**src/vsam_pkg.sv**
```systemverilog
package vsam_pkg;

  // Core sizing.
  localparam int DATA_BITS   = 8;
  localparam int COUNT_WIDTH = 32;

  // Percentage arithmetic: quotient bits plus one guard bit for saturation.
  localparam int PCT_SCALE = 100;
  localparam int PCT_W     = 7;
  localparam int QUO_W     = PCT_W + 1;
  localparam int REM_W     = COUNT_WIDTH + PCT_W;
  localparam int DIV_STEPS = QUO_W;
  localparam int STEP_W    = (DIV_STEPS > 1) ? $clog2(DIV_STEPS) : 1;

  // Result sequencing.
  localparam int SLOT_W = $clog2(DATA_BITS + 1);
  localparam int LANE_W = (DATA_BITS > 1) ? $clog2(DATA_BITS) : 1;

  // Fixed port widths of the result word.
  localparam int OUT_CNT_W  = 32;
  localparam int SLOT_OUT_W = 4;
  localparam int LATEST_W   = 8;
  localparam int LEVELS_W   = 3;

  // Register port.
  localparam int APB_ADDR_W = 3;
  localparam int APB_DATA_W = 32;
  localparam int REG_IDX_W  = APB_ADDR_W - 2;
  localparam logic [REG_IDX_W-1:0] REG_WINDOW_MODE = '0;

  typedef logic [COUNT_WIDTH-1:0] cnt_t;

  typedef enum logic [1:0] {
    ST_IDLE,
    ST_DIV,
    ST_EMIT
  } state_e;

  // Controls broadcast from the sequencer to every lane.
  typedef struct packed {
    logic count_en;
    logic high_en;
    logic clear;
    logic load;
    logic step;
  } lane_ctl_t;

  // Aggregate counts and latest pin values shared by every result word.
  typedef struct packed {
    cnt_t                 pclk_edges;
    cnt_t                 hsync_edges;
    cnt_t                 vsync_edges;
    cnt_t                 data_changes;
    cnt_t                 samples;
    logic [DATA_BITS-1:0] latest_data;
    logic [LEVELS_W-1:0]  latest_levels;
  } agg_t;

endpackage

```
**src/vsam_lane.sv**
```systemverilog
module vsam_lane (
  input  logic                    clk_i,
  input  logic                    rst_ni,
  input  vsam_pkg::lane_ctl_t     ctl_i,
  input  logic                    data_bit_i,
  input  logic                    diff_bit_i,
  input  vsam_pkg::cnt_t          samples_i,
  output vsam_pkg::cnt_t          edges_o,
  output logic [vsam_pkg::PCT_W-1:0] pct_o
);

  vsam_pkg::cnt_t edge_q, edge_d;
  vsam_pkg::cnt_t high_q, high_d;

  logic [vsam_pkg::REM_W-1:0] rem_q, rem_d;
  logic [vsam_pkg::REM_W-1:0] dvs_q, dvs_d;
  logic [vsam_pkg::QUO_W-1:0] quo_q, quo_d;
  logic                       ge;

  // Per-bit change and high counters.
  always_comb begin
    edge_d = edge_q;
    high_d = high_q;
    if (ctl_i.clear) begin
      edge_d = '0;
      high_d = '0;
    end else if (ctl_i.count_en) begin
      edge_d = edge_q + vsam_pkg::cnt_t'(diff_bit_i);
      if (ctl_i.high_en) begin
        high_d = high_q + vsam_pkg::cnt_t'(data_bit_i);
      end
    end
  end

  always_ff @(posedge clk_i or negedge rst_ni) begin
    if (!rst_ni) begin
      edge_q <= '0;
      high_q <= '0;
    end else begin
      edge_q <= edge_d;
      high_q <= high_d;
    end
  end

  // Restoring divider: one quotient bit per step, the top bit flags a quotient of 128 or more.
  assign ge = (rem_q >= dvs_q);

  always_comb begin
    rem_d = rem_q;
    dvs_d = dvs_q;
    quo_d = quo_q;
    if (ctl_i.load) begin
      rem_d = vsam_pkg::REM_W'(high_q) * vsam_pkg::REM_W'(vsam_pkg::PCT_SCALE);
      dvs_d = vsam_pkg::REM_W'(samples_i) << vsam_pkg::PCT_W;
      quo_d = '0;
    end else if (ctl_i.step) begin
      if (ge) begin
        rem_d = rem_q - dvs_q;
      end
      dvs_d = dvs_q >> 1;
      quo_d = {quo_q[vsam_pkg::QUO_W-2:0], ge};
    end
  end

  always_ff @(posedge clk_i) begin
    rem_q <= rem_d;
    dvs_q <= dvs_d;
    quo_q <= quo_d;
  end

  assign edges_o = edge_q;
  assign pct_o   = (quo_q > vsam_pkg::QUO_W'(vsam_pkg::PCT_SCALE))
                 ? vsam_pkg::PCT_W'(vsam_pkg::PCT_SCALE)
                 : vsam_pkg::PCT_W'(quo_q);

endmodule

```
**config.mk**
```make
export PLATFORM = sky130hd
export DESIGN_NAME = vsam_lane
export DESIGN_NICKNAME = d
export VERILOG_FILES = /design/src/vsam_pkg.sv /design/src/vsam_lane.sv
export SDC_FILE = /design/constraint.sdc
export NUM_CORES = 1
export LEC_CHECK = 0
export BUFFER_PORTS_ARGS = -buffer_cell sky130_fd_sc_hd__clkbuf_2
export CAP_MARGIN = 5
export CORE_MARGIN = 5
export CORE_UTILIZATION = 52
export DETAILED_ROUTE_END_ITERATION = 10
export HOLD_SLACK_MARGIN = 0.08
export PLACE_DENSITY = 0.76
export SETUP_SLACK_MARGIN = 0.02
export SYNTH_ARGS = -nofsm -noshare
export SYNTH_HDL_FRONTEND = slang
export SYNTH_SLANG_ARGS = --single-unit
export TNS_END_PERCENT = 1
```
**constraint.sdc**
```tcl
create_clock -name clk_i -period 4.9 [get_ports clk_i]
set_input_delay 0.49 -clock clk_i [delete_from_list [all_inputs] [get_ports clk_i]]
set_output_delay 0.49 -clock clk_i [all_outputs]
set_load 0.03 [all_outputs]
```
==> flow_summary.json <==
{
  "run_status": "finished, final reports clean",
  "synthArstFlopShare_pct": 42.7,
  "floorplan.die.height_um": 165,
  "synthToLayoutAreaGrowth_pct": 9.57,
  "synthesis.yosys.warnings": 0,
  "finalSetupViolations": 0,
  "worstSetupEndpointType": "flip-flop",
  "count_of_input_and_output_buffers": 79,
  "place_congestion": 0.928,
  "nFillCells": 2089,
  "max-clock-path-buffers": 2,
  "synth_fp_nets": 1638,
  "synth_enable_flop_cells": 69,
  "post_synth_inst_count": 1426,
  "final_cell_mix": "inv_1 (192), ha_1 (143), nand2_1 (138)",
  "yosysTopAreaCellShare_pct": 16.5,
  "nets": 1691,
  "number_of_global_route_vias_before_repair": 9831,
  "distinct_cells_synth": 75,
  "powerDensity_nw_per_um2": 276,
  "ctsRootBufferMaster": "clkbuf_16",
  "skew_ps": 12.7,
  "drv_slew": 0,
  "cts.sink_count": 150,
  "clkLatencyLatePin_ps": 440,
  "worst_ir_drop_vdd_uv": 177,
  "wl_per_instance_um": 15.7,
  "layout_commonest_cell": "inv_1",
  "route.vias.total": 10071,
  "yosys-top-cells-area": "edfxtp_1 (17%), ha_1 (14%), dfrtp_1 (13%), inv_1 (5.7%), xnor2_1 (5.5%)",
  "grtUsageTotal_pct": 21.3,
  "arrival_time_of_data_at_the_critical_path_endpoint_ps": 4230,
  "synthDominantAreaCellType": "edfxtp_1",
  "period_needed_ps": 4050,
  "cts_buffers": 17,
  "number_of_antenna_violations_at_the_first_check_in_global_routing": 0,
  "cts.repair_timing.setup_buffer_count": 0,
  "static-leakage-power_nw": 6.63,
  "post_cts_resized": 0,
  "syn_avg_cell_area_um2": 8.79,
  "cts-hold-fix-buffers": 0,
  "hold_path_class": "in -> async",
  "achievable-frequency_ghz": 0.247,
  "drt_wl_total_um": 28400,
  "drt.antenna.violating_nets": 0,
  "die_width_um": 165,
  "grt_setup_unrepaired": "false",
  "ys_seq_elements": 150,
  "core_area_um2": 23600,
  "hold_violations": 0,
  "row_count": 56,
  "post-route-drc-count": 0,
  "timing.critical_path.from_type": "flip-flop",
  "cp_max_fo": 5,
  "drive_above_1_share_pct": 9.65,
  "max_cap_viol_count": 0,
  "final_min_period_over_clock_period_pct": 82.6,
  "start_util_pct": 53.1,
  "pin_count": 80,
  "grt_max_degree": 70,
  "setup_tns_ps": 0,
  "critical_path_class": "reg -> reg",
  "first_pass_grt_wire_length_um": 47500,
  "die-area_um2": 27300,
  "worstMarginPinSlew_ps": 825,
  "detailed_router_iteration_count_before_antenna_repair": 6,
  "post_synth_instance_area_um2": 12500,
  "grt_overflow": 0,
  "insertedDiodeCount": 0,
  "tritoncts": "done",
  "clkSlewWorstSetupHoldPaths_ps": 70,
  "worst_hold_slack_ps": 204,
  "slew-limit-headroom_pct": 45.0,
  "via_count_normalized_by_instance_count": 5.56,
  "drt-initial-drc-count": 682,
  "synth.yosys.seq_area_share_pct": 32.0,
  "postSynth.topFlopCell": "edfxtp_1",
  "cp_data_required_time_ps": 5090,
  "cts.htree.levels": 4,
  "dpl.hpwl_um": 21300
}
## layout make-up
class                      instances  area (um2)  area share (%)
tap                              319         399            2.91
multi-input combinational       1034        7580            55.2
inverter                         192         721            5.25
timing repair buffer              84         435            3.17
clock buffer                      19         454            3.31
clock inverter                    13         133           0.965
sequential                       150        4010            29.2
## cell usage after synthesis (28+ instances only)
master	instances
inv_1	192
ha_1	143
nand2_1	138
nor2_1	124
xnor2_1	79
o21ai_0	74
a21oi_1	69
edfxtp_1	69
dfrtp_1	64
xor2_1	42
nand3_1	38
clkbuf_1	37
fa_1	28
## kinds of logic after synthesis
logic type	synth area share (%)
DFF	32.0
xor gates and xnor gates	8.45
AOI/OAI and AO/OA	16.2
buffers and inverters	7.51
and+or+nand+nor	15.7
muxes	1.44
adders and majority gates	18.7
## power breakdown
part | leakage, nW | total [mW] | internal (mW) | switching [mW]
clock | 0.287 | 1.35 | 0.745 | 0.604
sequential | 1.76 | 1.46 | 1.41 | 0.0418
combinational | 4.58 | 0.986 | 0.380 | 0.606
## path summary, 6_finish.rpt
path,startpoint,slack [ps],endpoint,cells after the start
worst max-delay path,high_q[4]$_DFFE_PN0P_,850,rem_q[35]$_DFFE_PP_,12
worst min-delay path,rst_ni,200,high_q[27]$_DFFE_PN0P_,2
worst max register to register,high_q[4]$_DFFE_PN0P_,850,rem_q[35]$_DFFE_PP_,12
worst min register to register,quo_q[0]$_SDFFE_PP0P_,490,quo_q[0]$_SDFFE_PP0P_,2
max in group asynchronous,rst_ni,4120,high_q[3]$_DFFE_PN0P_,2
min in group clk_i,samples_i[20],330,dvs_q[27]$_DFFE_PP_,3
## critical path: stages, from the launching register on
cell      delay, ps
dfrtp_1         430
ha_1            310
ha_1            320
fa_1            480
ha_1            390
o211ai_1        150
o211ai_1        240
or3b_2          540
a21boi_1        210
o21ai_0         110
o31ai_1         280
xor2_1          110
a22o_1          230
## flip-flops by register name (all words and copies together) (netlist names)
name / flops
high_q: 32
edges_o: 32
rem_q: 39
quo_q: 8
dvs_q: 39
## routing by layer
| metal | up-vias | share of wire (%) | GRT usage (%) |
|---|---|---|---|
| met5 | - | 0 | 0 |
| met1 | 4758 | 47 | 30.0 |
| met4 | 0 | 1.7 | 5.29 |
| met2 | 249 | 45 | 34.1 |
| met3 | 31 | 5.8 | 3.55 |
| li1 | 5033 | - | - |
## per-stage QoR
step                util [%]  std cells  power [mW]  instance area [um2]  setup slack, ps
floorplan                  -       1426        2.21                12500             1140
global placement        55.7       1779        2.43                13200              941
detailed placement      55.7       1779        2.44                13200              868
CTS                     58.2       1811        3.80                13700              856
global route            58.2       1811        3.98                13700              581
finish                  58.2       1811        3.79                13700              855
Power figures use the tool's default switching activity.
